[src/sv/chd_pkg.sv]
// ----------------------------------------------------------------------------
// chd_pkg
// Shared types and constants for the canonical Huffman decoder.
// ----------------------------------------------------------------------------
package chd_pkg;

   localparam logic [1:0] FUNC_LOAD   = 2'd0;
   localparam logic [1:0] FUNC_DECODE = 2'd1;
   localparam logic [1:0] FUNC_CLEAR  = 2'd2;

   localparam int SYM_W   = 9;
   localparam int LEN_W   = 6;
   localparam int BYTE_W  = 8;
   localparam int TAB_W   = SYM_W + LEN_W;
   localparam logic [3:0] BYTE_BITS = 4'd8;
   localparam logic [3:0] LAST_BIT  = 4'd7;

   typedef enum logic [1:0] {
      OP_LOAD,
      OP_DECODE,
      OP_CLEAR
   } op_type;

   typedef struct packed {
      op_type              op;
      logic [SYM_W-1:0]    sym;
      logic [LEN_W-1:0]    len;
      logic [BYTE_W-1:0]   data;
   } item_type;

   typedef enum logic [2:0] {
      ST_IDLE,
      ST_LD_CNT,
      ST_LD_CMP,
      ST_LD_PUT,
      ST_DEC_RD,
      ST_DEC_EV,
      ST_DEC_SYM,
      ST_DEC_END
   } state_type;

endpackage

[src/sv/chd_front.sv]
// ----------------------------------------------------------------------------
// chd_front
// Takes items, classifies them and queues them for the engine (2 deep).
// ----------------------------------------------------------------------------
module chd_front
   import chd_pkg::*;
#(
   parameter int MAX_CODE_LEN = 32
) (
   input  logic              clock,
   input  logic              reset,
   input  logic              start,
   output logic              busy,
   input  logic [1:0]        req_func,
   input  logic [SYM_W-1:0]  req_entry_symbol,
   input  logic [LEN_W-1:0]  req_entry_length,
   input  logic [BYTE_W-1:0] req_data_byte,
   input  logic              pop,
   output logic              q_valid,
   output item_type          q_item
);

   item_type   slot_ff [2];
   logic       wptr_ff, wptr_in;
   logic       rptr_ff, rptr_in;
   logic [1:0] fill_ff, fill_in;
   logic       push;
   logic       keep;
   item_type   item;

   // drop unused codes and loads with a length outside 1..max
   always_comb begin
      item.sym  = req_entry_symbol;
      item.len  = req_entry_length;
      item.data = req_data_byte;
      item.op   = OP_LOAD;
      keep      = 1'b0;
      case (req_func)
         FUNC_LOAD: begin
            item.op = OP_LOAD;
            keep    = (req_entry_length != '0) &&
                      (int'(req_entry_length) <= MAX_CODE_LEN);
         end
         FUNC_DECODE: begin
            item.op = OP_DECODE;
            keep    = 1'b1;
         end
         FUNC_CLEAR: begin
            item.op = OP_CLEAR;
            keep    = 1'b1;
         end
         default: begin
            keep = 1'b0;
         end
      endcase
   end

   assign busy    = (fill_ff == 2'd2);
   assign push    = start && !busy && keep;
   assign q_valid = (fill_ff != 2'd0);
   assign q_item  = slot_ff[rptr_ff];

   always_comb begin
      wptr_in = wptr_ff ^ push;
      rptr_in = rptr_ff ^ (pop && q_valid);
      fill_in = fill_ff + 2'(push) - 2'(pop && q_valid);
   end

   always_ff @(posedge clock) begin
      if (reset) begin
         wptr_ff <= 1'b0;
         rptr_ff <= 1'b0;
         fill_ff <= 2'd0;
      end else begin
         wptr_ff <= wptr_in;
         rptr_ff <= rptr_in;
         fill_ff <= fill_in;
      end
   end

   always_ff @(posedge clock) begin
      if (push) begin
         slot_ff[wptr_ff] <= item;
      end
   end

endmodule

[config.mk]
export PLATFORM = sky130hd
export DESIGN_NAME = chd_front
export DESIGN_NICKNAME = d
export VERILOG_FILES = /design/src/sv/chd_pkg.sv /design/src/sv/chd_front.sv
export SDC_FILE = /design/constraint.sdc
export NUM_CORES = 1
export LEC_CHECK = 0
export ABC_AREA = 1
export BUFFER_PORTS_ARGS = -buffer_cell sky130_fd_sc_hd__buf_2
export CAP_MARGIN = 10
export CORE_ASPECT_RATIO = 1.2
export CORE_MARGIN = 2
export CORE_UTILIZATION = 47
export CTS_CLUSTER_SIZE = 30
export DETAILED_ROUTE_END_ITERATION = 12
export PLACE_DENSITY = 0.83
export SLEW_MARGIN = 20
export SYNTH_ARGS = -nofsm -noshare
export SYNTH_HDL_FRONTEND = slang
export SYNTH_SLANG_ARGS = --single-unit
[constraint.sdc]
create_clock -name clock -period 2.1 [get_ports clock]
set_input_delay 0.42 -clock clock [delete_from_list [all_inputs] [get_ports clock]]
set_output_delay 0.42 -clock clock [all_outputs]
set_load 0.01 [all_outputs]
# Yosys cells after proc, flatten, opt, wreduce, memory -nomap -nowiden
# Memories as Yosys holds them, arrays and structs flattened. A register that Yosys moved wholly into a read port is not among the register bits.
# Index checks and enable logic that the tools add are counted.
[op_classes]
addsub = 2
eq_ne = 3
muxes = 5
n_reduce_logical = 9
n_bitwise = 2
magnitude_cmp = 1
[ops]
columns = ["op", "count"]
rows = [
  ["$le 6x6->1 const B", 1],
  ["$reduce_bool 6->1", 1],
  ["$eq 2x2->1 const B", 2],
  ["$logic_and 1x1->1", 4],
  ["$pmux 2 s2", 1],
  ["$mux 1", 3],
  ["$add 2x1->2", 1],
  ["$eq 2x1->1 const B", 1],
  ["$logic_not 2->1", 1],
  ["$pmux 1 s2", 1],
  ["$reduce_bool 2->1", 1],
  ["$reduce_or 2->1", 1],
  ["$sub 2x1->2", 1],
  ["$xor 1x1->1", 2],
  ["$logic_not 1->1", 1],
]
[totals]
input_bits = 29
reg_bits = 4
memories = 1
ram_bits = 50
output_inout_bits = 27
[memory_table]
columns = ["memory", "depth", "width", "read_ports", "rd_ports_with_merged_regs", "wr", "line", "source"]
rows = [
  ["slot_ff", 2, 25, 1, 1, 1, "chd_front.sv:23", "item_type slot_ff [2];"],
]

# Longest topological paths before layout
# Gate-level depths: netlist of the first run.
[depth]
word_depth = 6
ltp_mapped = 12
mapped_depth_nobuf = 12

# Least setup slack after synthesis of the first run
# Ideal clock, no wire load.
[synth_path]
path_kind = "input -> register"
startpoint = "in req_func[0]"
endpoint = "mem slot_ff[1][0] (netlist name), enable pin"
setup_ps = 384
t_arrival_ps = 1603
required_time_ps = 1716
path_stages = 5
path_slack_ps = 113
cell_sequence = "inv_1 > ha_1 > inv_1 > a21oi_2 > ha_1"
[synth_via]
elab_chain_cells = 6
[synth_lines]
columns = ["element", "line", "source"]
rows = [
  ["start, declared", "chd_front.sv:14", "input logic [1:0] req_func,"],
  ["$eq 2x2->1 / $eq 2x1->1 (equally long branches)", "chd_front.sv:38", "case (req_func)"],
  ["$reduce_or 2->1 (no source line)", "n/a", ""],
  ["$pmux 1 s2 *", "chd_front.sv:38", ""],
  ["$logic_and 1x1->1 *", "chd_front.sv:59", "assign push = start && !busy && keep;"],
  ["$mux 1 *", "chd_front.sv:82", "if (push) begin"],
  ["$mux 1 (not written as such) *", "chd_front.sv:83", "slot_ff[wptr_ff] <= item;"],
  ["end, declared", "chd_front.sv:23", ""],
]
# Mark *: on every way between the ends. The rest lies on a longest branch, timed or not.

==> reports/results.ini, run 1 <==
[run_status]
status = complete, no violations

[grt]
grt_first_pass_wirelength_mm = 5.87
grt_max_degree = 26
grt_pass1_vias = 1327
antenna_found_initial = 0
grt_use_total_pct = 15.2
overflow = 0

[cts]
cts_buffer_depth = 2
htree_levels = 2
cts-resized-gates = 0
path_clk_slew_ns = 0.09
cts-root-buf = clkbuf_8
cts.sinks = 54
ctsHoldBuffers = 0
post_cts_buffers = 0
worstSkewPairLatency_ns = 0.30
cts_made_buffers = 5
cts_tree = done

[timing]
finalSetupViolations = 0
post-route-period-util_pct = 85.5
drv_slew = 0
period_minus_slack_ns = 1.80
finClkSkew_ns = 0.00402
hold_slack_ns = 0.300
hold_violations = 0
worst_slew_pin_slew_ns = 0.335
relSlewSlack_pct = 77.6
setup_slack_ns = 0.305
rsz0062_at_grt = false
fmax_ghz = 0.557
tns_ns = 0

[worst_hold_path]
min_path_type = input pin to register

[cells_and_area]
fin_cells = 298
nNetsFinal = 276
synthToLayoutAreaGrowth_pct = 20.3
drive_gt1_share_pct = 31.7
mostFrequentLayoutCells = 81 x nand2_1, 55 x buf_2, 50 x edfxtp_1
layout_commonest_cell = nand2_1
fillers = 401
antennaDiodeCount = 0
fin_util_pct = 58.1

[power_and_ir_drop]
p_per_area_nw_per_um2 = 1020
netSwitchingPower_uw = 811
clkPwrFrac_pct = 22.6
switching_share_pct = 30.2
internal_power_mw = 1.88
seq_power_share_pct = 49.6
ir_worst_vdd_uv = 529
pwr-share-comb_pct = 27.8
p_leak_nw = 1.17

[setup_path]
required_ns = 1.68
path_cells = buf_4, nand2_1, nand2_1, buf_2
path_buf_inv = 2
crit_arrival_ns = 1.38
critPathMaxFanout = 16
crit_top_cell = nand2_1
critPathLaunchType = register
critical-path-max-stage-delay_ns = 0.53
cp_top_family = flip-flops
cp_slowest_cell = dfxtp_1
path_class = register to output port
worstSetupEndpointType = output port

[detailed_routing]
top_layer = met4
routed-wl-met3_um = 164
drt_wl_total_mm = 3.58
ant_nets = 0
vias = 1361
dr_wl_met2_mm = 1.86
routed_via_density = 4.57
first_pass_iters = 4
wl_met1_mm = 1.49
wl_per_cell_um = 12.0
drt_iter0_markers = 57
drc = 0

[yosys]
synth_fp_nets = 213
synth_cell_types = 18
yosys_warnings = 0
ys_seq_elements = 54
syn-cell-area_um2 = 2190
synth.top_cell.area_share_pct = 68.7
seq_area_frac_synth_pct = 72.4
syn_avg_cell_area_um2 = 12.4
yosys-top-cells-area = edfxtp_1 69%, nand2_1 14%, ha_1 4.6%, dfxtp_1 3.7%, inv_1 1.5%
synth_largest_area_cell = edfxtp_1
synth_cells = 176

[die]
ios = 56
dieArea_um2 = 5210
num_rows = 27
core_um2 = 4530
die_height_um = 78.7
die_w_um = 66.3
initial_utilization_pct = 48.3

[placed_design]
portBuffers = 55
dp_hpwl_mm = 2.55
gp_congestion = 0.742
dp_cells = 290
pre_cts_slack_ns = 0.102

[flow_run]
drv_cap = 0

-- synth_stat cells --
cell and n:
xnor2_1 1, inv_1 9, edfxtp_1 50, dfxtp_1 4, nand3_2 1, or2_2 1
nand3_1 2, nand2_1 81, nor3b_2 1, nor2_1 7, buf_4 2, inv_4 1
nor3b_1 1, ha_1 8, a21oi_2 1, o21a_2 1, buf_6 3, nor2_2 2
-- logic make-up (layout without fill, tap and decap cells) --
logic type,after synthesis,in the layout,share of synthesized area [%]
buf+inv,15,79,4.06
fa+ha+maj,8,8,4.58
xor+xnor,1,1,0.401
simple gates,96,96,17.8
flops,54,54,72.4
compound gates,2,2,0.802
-- metal layers --
layer / vias to the layer above / global-route usage (%)
li1: 703 / -
met1: 620 / 16.4
met2: 31 / 27.4
met3: 7 / 3.97
met4: 0 / 6.73
met5: - / 0
-- final cells by class --
| class | instances | area, µm² | share of cell area, % |
|---|---|---|---|
| Clock buffer | 7 | 96.3 | 3.66 |
| Clock inverter | 1 | 3.75 | 0.143 |
| Inverter | 10 | 40.0 | 1.52 |
| Multi-Input combinational cell | 107 | 515 | 19.6 |
| Sequential cell | 54 | 1580 | 60.1 |
| Tap cell | 58 | 72.6 | 2.76 |
| Timing Repair Buffer | 61 | 320 | 12.2 |
-- registers in the layout, indices dropped and copies added (netlist names) --
name,flops
wptr_ff,1
rptr_ff,1
slot_ff,50
fill_ff,2
-- power groups by stage --
| stage | clock [mW] | sequential [mW] | combinational (mW) |
|---|---|---|---|
| finish | 0.607 | 1.33 | 0.748 |
| global route | 0.665 | 1.34 | 0.854 |
| CTS | 0.622 | 1.33 | 0.766 |
| global placement | 0 | 1.35 | 0.749 |
| detailed placement | 0 | 1.36 | 0.764 |
| floorplan | 0 | 1.34 | 0.519 |
-- through the flow --
stage / total power [mW] / instance area, µm²
finish: 2.69 / 2630
global route: 2.86 / 2630
detailed placement: 2.12 / 2530
floorplan: 1.86 / 2190
global placement: 2.10 / 2530
CTS: 2.72 / 2630
-- worst paths after layout --
path                     from             to  slack [ns]  depth (start not counted)
max                   rptr_ff     q_item[22]        0.30                          4
min          req_data_byte[6]  slot_ff[0][6]        0.30                          1
max reg2reg        fill_ff[1]     fill_ff[1]        0.40                         12
min reg2reg           wptr_ff        wptr_ff        0.57                          3
No activity file was read; power rests on OpenSTA's default activity.
==> inputs of run 2 (changes only) <==
Settings changed: CORE_UTILIZATION 47 to 52, PLACE_DENSITY 0.83 to 0.87.
Clock period 2.1 ns to 1.7 ns, I/O delays scaled along.
==> run 2 against run 1 <==
The flow now finishes with violations (negative setup slack). Cell count increased by 3.7%. Die area decreased by 9.1%. Non-clock buffer count increased by 15.
==> reports/results.ini, run 2 (synthesized netlist as in run 1, its figures left out) <==
[cts]
worstSkewPairLatency_ns = 0.30  ; about the same
path_clk_slew_ns = 0.09  ; about the same
cts_made_buffers = 5  ; unchanged
cts-root-buf = clkbuf_8
cts.sinks = 54  ; unchanged
htree_levels = 2  ; unchanged
ctsHoldBuffers = 0  ; unchanged
cts_buffer_depth = 2  ; unchanged
cts_tree = done

[grt]
grt_first_pass_wirelength_mm = 6.15  ; +4.8%
grt_pass1_vias = 1415  ; +6.6%
overflow = 0  ; unchanged
grt_use_total_pct = 17.5  ; +2.3 points
antenna_found_initial = 0  ; unchanged
grt_max_degree = 26  ; unchanged

[power_and_ir_drop]
switching_share_pct = 31.6  ; +1.4 points
p_leak_nw = 1.24  ; +5.4%
ir_worst_vdd_uv = 672  ; +27%
seq_power_share_pct = 48.1  ; -1.5 points
clkPwrFrac_pct = 19.7  ; -2.9 points
netSwitchingPower_mw = 1.09  ; +34%
pwr-share-comb_pct = 32.1  ; +4.3 points
internal_power_mw = 2.35  ; +25%
p_per_area_nw_per_um2 = 1230  ; +20%

[setup_path]
critPathLaunchType = register
path_class = register to register
r2r_slack_ns = -0.002  ; -0.40 ns
required_ns = 1.92  ; +0.24 ns
critical-path-max-stage-delay_ns = 0.34  ; -0.19 ns
crit_top_cell = inv_2
path_cells = inv_2, nor2_4, nor2_2, nand2_2, inv_2, nand2_2, ha_4, inv_2, ha_4, xnor2_2, nor2_1, nor3b_1
critPathMaxFanout = 3  ; -13
path_buf_inv = 3  ; +1
worstSetupEndpointType = register
cp_slowest_cell = dfxtp_2
cp_num_cells = 12  ; +8
cp_top_family = simple AND/OR/NAND/NOR gates
reg2reg_depth = 12  ; unchanged
crit_arrival_ns = 1.92  ; +0.54 ns

[placed_design]
gp_congestion = 0.760  ; +2.3%
dp_hpwl_mm = 2.94  ; +15%
portBuffers = 55  ; unchanged
dpl-instance-area_um2 = 2630  ; +4.0%

[worst_hold_path]
hold_depth = 1  ; unchanged
min_path_type = input pin to register

[timing]
fmax_ghz = 0.587
hold_slack_ns = 0.220  ; -0.0801 ns
rsz0062_at_grt = true
setup_slack_ns = -0.00245  ; -0.307 ns
worst_slew_pin_slew_ns = 0.248  ; -0.0877 ns
finalSetupViolations = 1  ; +1
period_minus_slack_ns = 1.70
finClkSkew_ns = 0.00631  ; +0.00229 ns
post-route-period-util_pct = 100
relSlewSlack_pct = 83.5  ; +5.9 points
hold_violations = 0  ; unchanged
drv_slew = 0  ; unchanged

[detailed_routing]
drt_iter0_markers = 44  ; -23%
drc = 0  ; unchanged
ant_nets = 0  ; unchanged
vias = 1486  ; +9.2%
wl_per_cell_um = 12.9  ; +7.3%
drt_wl_total_mm = 3.98  ; +11%
routed_via_density = 4.81  ; +5.3%
first_pass_iters = 4  ; unchanged

[die]
die_height_um = 75.0  ; -4.7%
ios = 56  ; unchanged
core_um2 = 4000  ; -12%
die_w_um = 63.2  ; -4.6%
initial_utilization_pct = 54.6  ; +6.3 points
num_rows = 25  ; -7.4%
dieArea_um2 = 4740  ; -9.1%

[cells_and_area]
largest_reg_flops = 50  ; unchanged
layout_commonest_cell = nand2_1
synthToLayoutAreaGrowth_pct = 27.8
fillers = 304  ; -24%
drive_gt1_share_pct = 41.2  ; +9.5 points
nNetsFinal = 291  ; +5.4%
regMostFlops = slot_ff
antennaDiodeCount = 0  ; unchanged
mostFrequentLayoutCells = 79 x nand2_1, 55 x buf_2, 50 x edfxtp_1
top_regs = slot_ff (50), fill_ff (2)
fin_area_um2 = 2790  ; +6.2%

[flow_run]
drv_cap = 0  ; unchanged

[run_status]
violations = negative setup slack
status = finished, violations left

run 2: changes by cell type in the layout (fill, tap and decap cells not counted), sizes merged:
cell and change:
clkinv +1, clkbuf -1, buf +15
run 2: metrics by stage:
step,setup slack [ns],utilization [%],power [mW],cells,TNS [ns]
floorplan,-0.207,-,2.29,176,-10.35
global placement,-0.189,65.7,2.63,300,-7.96
global route,-0.0963,69.8,3.62,309,-0.558
CTS,0.0204,68.0,3.37,308,0
detailed placement,-0.277,65.7,2.68,300,-11.13
finish,-0.00245,69.8,3.44,309,-0.00245
run 2: cell type report:
type	count	area, µm²	share of cell area, %
sequential	54	1590	56.8
tap	54	67.6	2.42
inverter	10	40.0	1.43
multi-input combinational	107	568	20.3
timing repair buffer	76	444	15.9
clock buffer	6	72.6	2.60
clock inverter	2	13.8	0.493
run 2: repair_timing:
| item | in CTS | in global routing |
|---|---|---|
| buffers inserted | 0 | 1 |
| endpoints found under the setup margin | 1 | 50 |
| pin swaps | 0 | 8 |
| resized for setup | 2 | 18 |
run 2: power groups by stage:
stage / combinational (mW) / sequential, mW / clock (mW)
3_5_place_dp: 1.01 / 1.67 / 0
5_1_grt: 1.23 / 1.67 / 0.726
2_1_floorplan: 0.642 / 1.65 / 0
6_report: 1.10 / 1.66 / 0.679
4_1_cts: 1.03 / 1.64 / 0.692
3_3_place_gp: 0.971 / 1.66 / 0
run 2: worst reg2reg max path, delay by kind of cell, from the launching register on:
kind          cells  cell delay [ns]
simple gates      6             0.53
fa+ha+maj         2             0.41
buf+inv           3             0.17
flops             1             0.34
xor+xnor          1             0.18
run 2: final timing paths:
kind / startpoint / endpoint
min reg2reg: wptr_ff / wptr_ff
max: fill_ff[1] / fill_ff[1]
max reg2reg: fill_ff[1] / fill_ff[1]
min: req_data_byte[3] / slot_ff[1][3]
run 2: routing by layer:
| layer | part of all wire (%) | vias up | global-route usage, % |
|---|---|---|---|
| li1 | - | 732 | - |
| met1 | 37 | 699 | 18.3 |
| met2 | 56 | 44 | 33.6 |
| met3 | 4.5 | 11 | 3.89 |
| met4 | 2.3 | 0 | 8.70 |
| met5 | 0 | - | 0 |
==> inputs of run 3 (changes only) <==
Settings changed: CAP_MARGIN 10 to 20, SKIP_CTS_REPAIR_TIMING set to 1.
==> run 3 against run 2 <==
The run still ends with negative setup slack left. Non-clock buffer count increased by 1. Sequential power about the same. Design area increased by 0.63%.
==> reports/results.ini, run 3 (synthesized netlist as in run 1, its figures left out) <==
[power_and_ir_drop]
p_leak_nw = 1.25  ; +1.5%
p_per_area_nw_per_um2 = 1220  ; -0.82%
ir_worst_vdd_uv = 658  ; -2.0%
finalPower_mw = 3.43  ; -0.20%

[die]
core_um2 = 4000  ; unchanged
initial_utilization_pct = 54.6  ; unchanged
ios = 56  ; unchanged
num_rows = 25  ; unchanged
die_height_um = 75.0  ; unchanged
dieArea_um2 = 4740  ; unchanged
die_w_um = 63.2  ; unchanged

[timing]
worst_slew_pin_slew_ns = 0.247  ; -0.000178 ns
fmax_ghz = 0.586  ; -0.26%
tns_ns = -0.00685  ; -0.00440 ns
post-route-period-util_pct = 100  ; +0.26 points
hold_slack_ns = 0.219  ; -0.000602 ns
finalSetupViolations = 1  ; unchanged
drv_slew = 0  ; unchanged
setup_slack_ns = -0.00685  ; -0.00440 ns
finClkSkew_ns = 0.00713  ; +0.000822 ns
hold_violations = 0  ; unchanged
rsz0062_at_grt = true
relSlewSlack_pct = 83.5  ; about the same
period_minus_slack_ns = 1.71  ; +0.00440 ns

[detailed_routing]
vias = 1487  ; +0.067%
drt_iter0_markers = 35  ; -20%
first_pass_iters = 5  ; +1
wl_per_cell_um = 13.1  ; +1.8%
ant_nets = 0  ; unchanged
drt_wl_total_mm = 4.06  ; +2.1%
routed_via_density = 4.80  ; -0.26%
drc = 0  ; unchanged

[cells_and_area]
nNetsFinal = 292  ; +0.34%
synthToLayoutAreaGrowth_pct = 28.6
largest_reg_flops = 50  ; unchanged
mostFrequentLayoutCells = 81 x nand2_1, 55 x buf_2, 50 x edfxtp_1
drive_gt1_share_pct = 39.1  ; -2.1 points
top_regs = slot_ff (50), fill_ff (2)
fin_area_um2 = 2810  ; +0.63%
regMostFlops = slot_ff
layout_commonest_cell = nand2_1
antennaDiodeCount = 0  ; unchanged

[grt]
grt_pass1_vias = 1409  ; -0.42%
antenna_found_initial = 0  ; unchanged
grt_use_total_pct = 17.4  ; -0.033 points
grt_max_degree = 26  ; unchanged
overflow = 0  ; unchanged
grt_first_pass_wirelength_mm = 6.13  ; -0.21%

[cts]
cts-root-buf = clkbuf_8
path_clk_slew_ns = 0.09  ; about the same
cts_made_buffers = 5  ; unchanged
htree_levels = 2  ; unchanged
worstSkewPairLatency_ns = 0.30  ; about the same
cts_tree = done
cts.sinks = 54  ; unchanged
cts_buffer_depth = 2  ; unchanged

[run_status]
status = finished, violations left
violations = negative setup slack

[setup_path]
critical-path-max-stage-delay_ns = 0.34  ; about the same
crit_arrival_ns = 1.93  ; about the same
critPathLaunchType = register
required_ns = 1.92  ; about the same
cp_slowest_cell = dfxtp_2
cp_top_family = simple AND/OR/NAND/NOR gates
path_class = register to register
critPathMaxFanout = 3  ; unchanged
worstSetupEndpointType = register
path_buf_inv = 3  ; unchanged
path_cells = inv_2, nor2_4, nor2_2, nand2_1, inv_1, nand2_1, ha_1, inv_1, ha_2, xnor2_2, nor2_1, nor3b_1

[placed_design]
gp_congestion = 0.760  ; unchanged
pre_cts_slack_ns = -0.277  ; unchanged
portBuffers = 55  ; unchanged
dpl-instance-area_um2 = 2630  ; unchanged
dp_hpwl_mm = 2.94  ; unchanged

[flow_run]
drv_cap = 0  ; unchanged

[worst_hold_path]
min_path_type = input pin to register

-- run 3: where the power goes --
part	switching, mW	internal (mW)
registers	0.0567	1.59
clock network	0.389	0.291
logic	0.631	0.473
-- run 3: layout make-up --
| class | instances | area, µm² |
|---|---|---|
| multi-input combinational | 107 | 556 |
| clock inverter | 2 | 13.8 |
| sequential | 54 | 1580 |
| timing repair buffer | 77 | 477 |
| tap | 54 | 67.6 |
| inverter | 10 | 40.0 |
| clock buffer | 6 | 72.6 |
| fill | 305 | 1190 |
-- run 3: worst paths after layout --
kind / start / endpoint / slack [ns] / cells after the start
max: fill_ff[1] / fill_ff[1] / -0.007 / 12
min: req_data_byte[3] / slot_ff[1][3] / 0.22 / 1
max reg2reg: fill_ff[1] / fill_ff[1] / -0.007 / 12
min reg2reg: wptr_ff / wptr_ff / 0.61 / 3
-- run 3: metrics by stage --
stage | util [%] | std cells
after floorplan | - | 176
after global placement | 65.7 | 300
after detailed placement | 65.7 | 300
after CTS | 67.8 | 308
after global routing | 70.2 | 310
final | 70.2 | 310
-- run 3: per-layer routing --
layer / share of wire [%] / GRT usage, % / wire length, µm
met5: 0 / 0 / 0
met4: 2.3 / 8.70 / 92
met3: 4.6 / 3.89 / 188
met2: 56 / 33.6 / 2270
met1: 37 / 18.2 / 1510
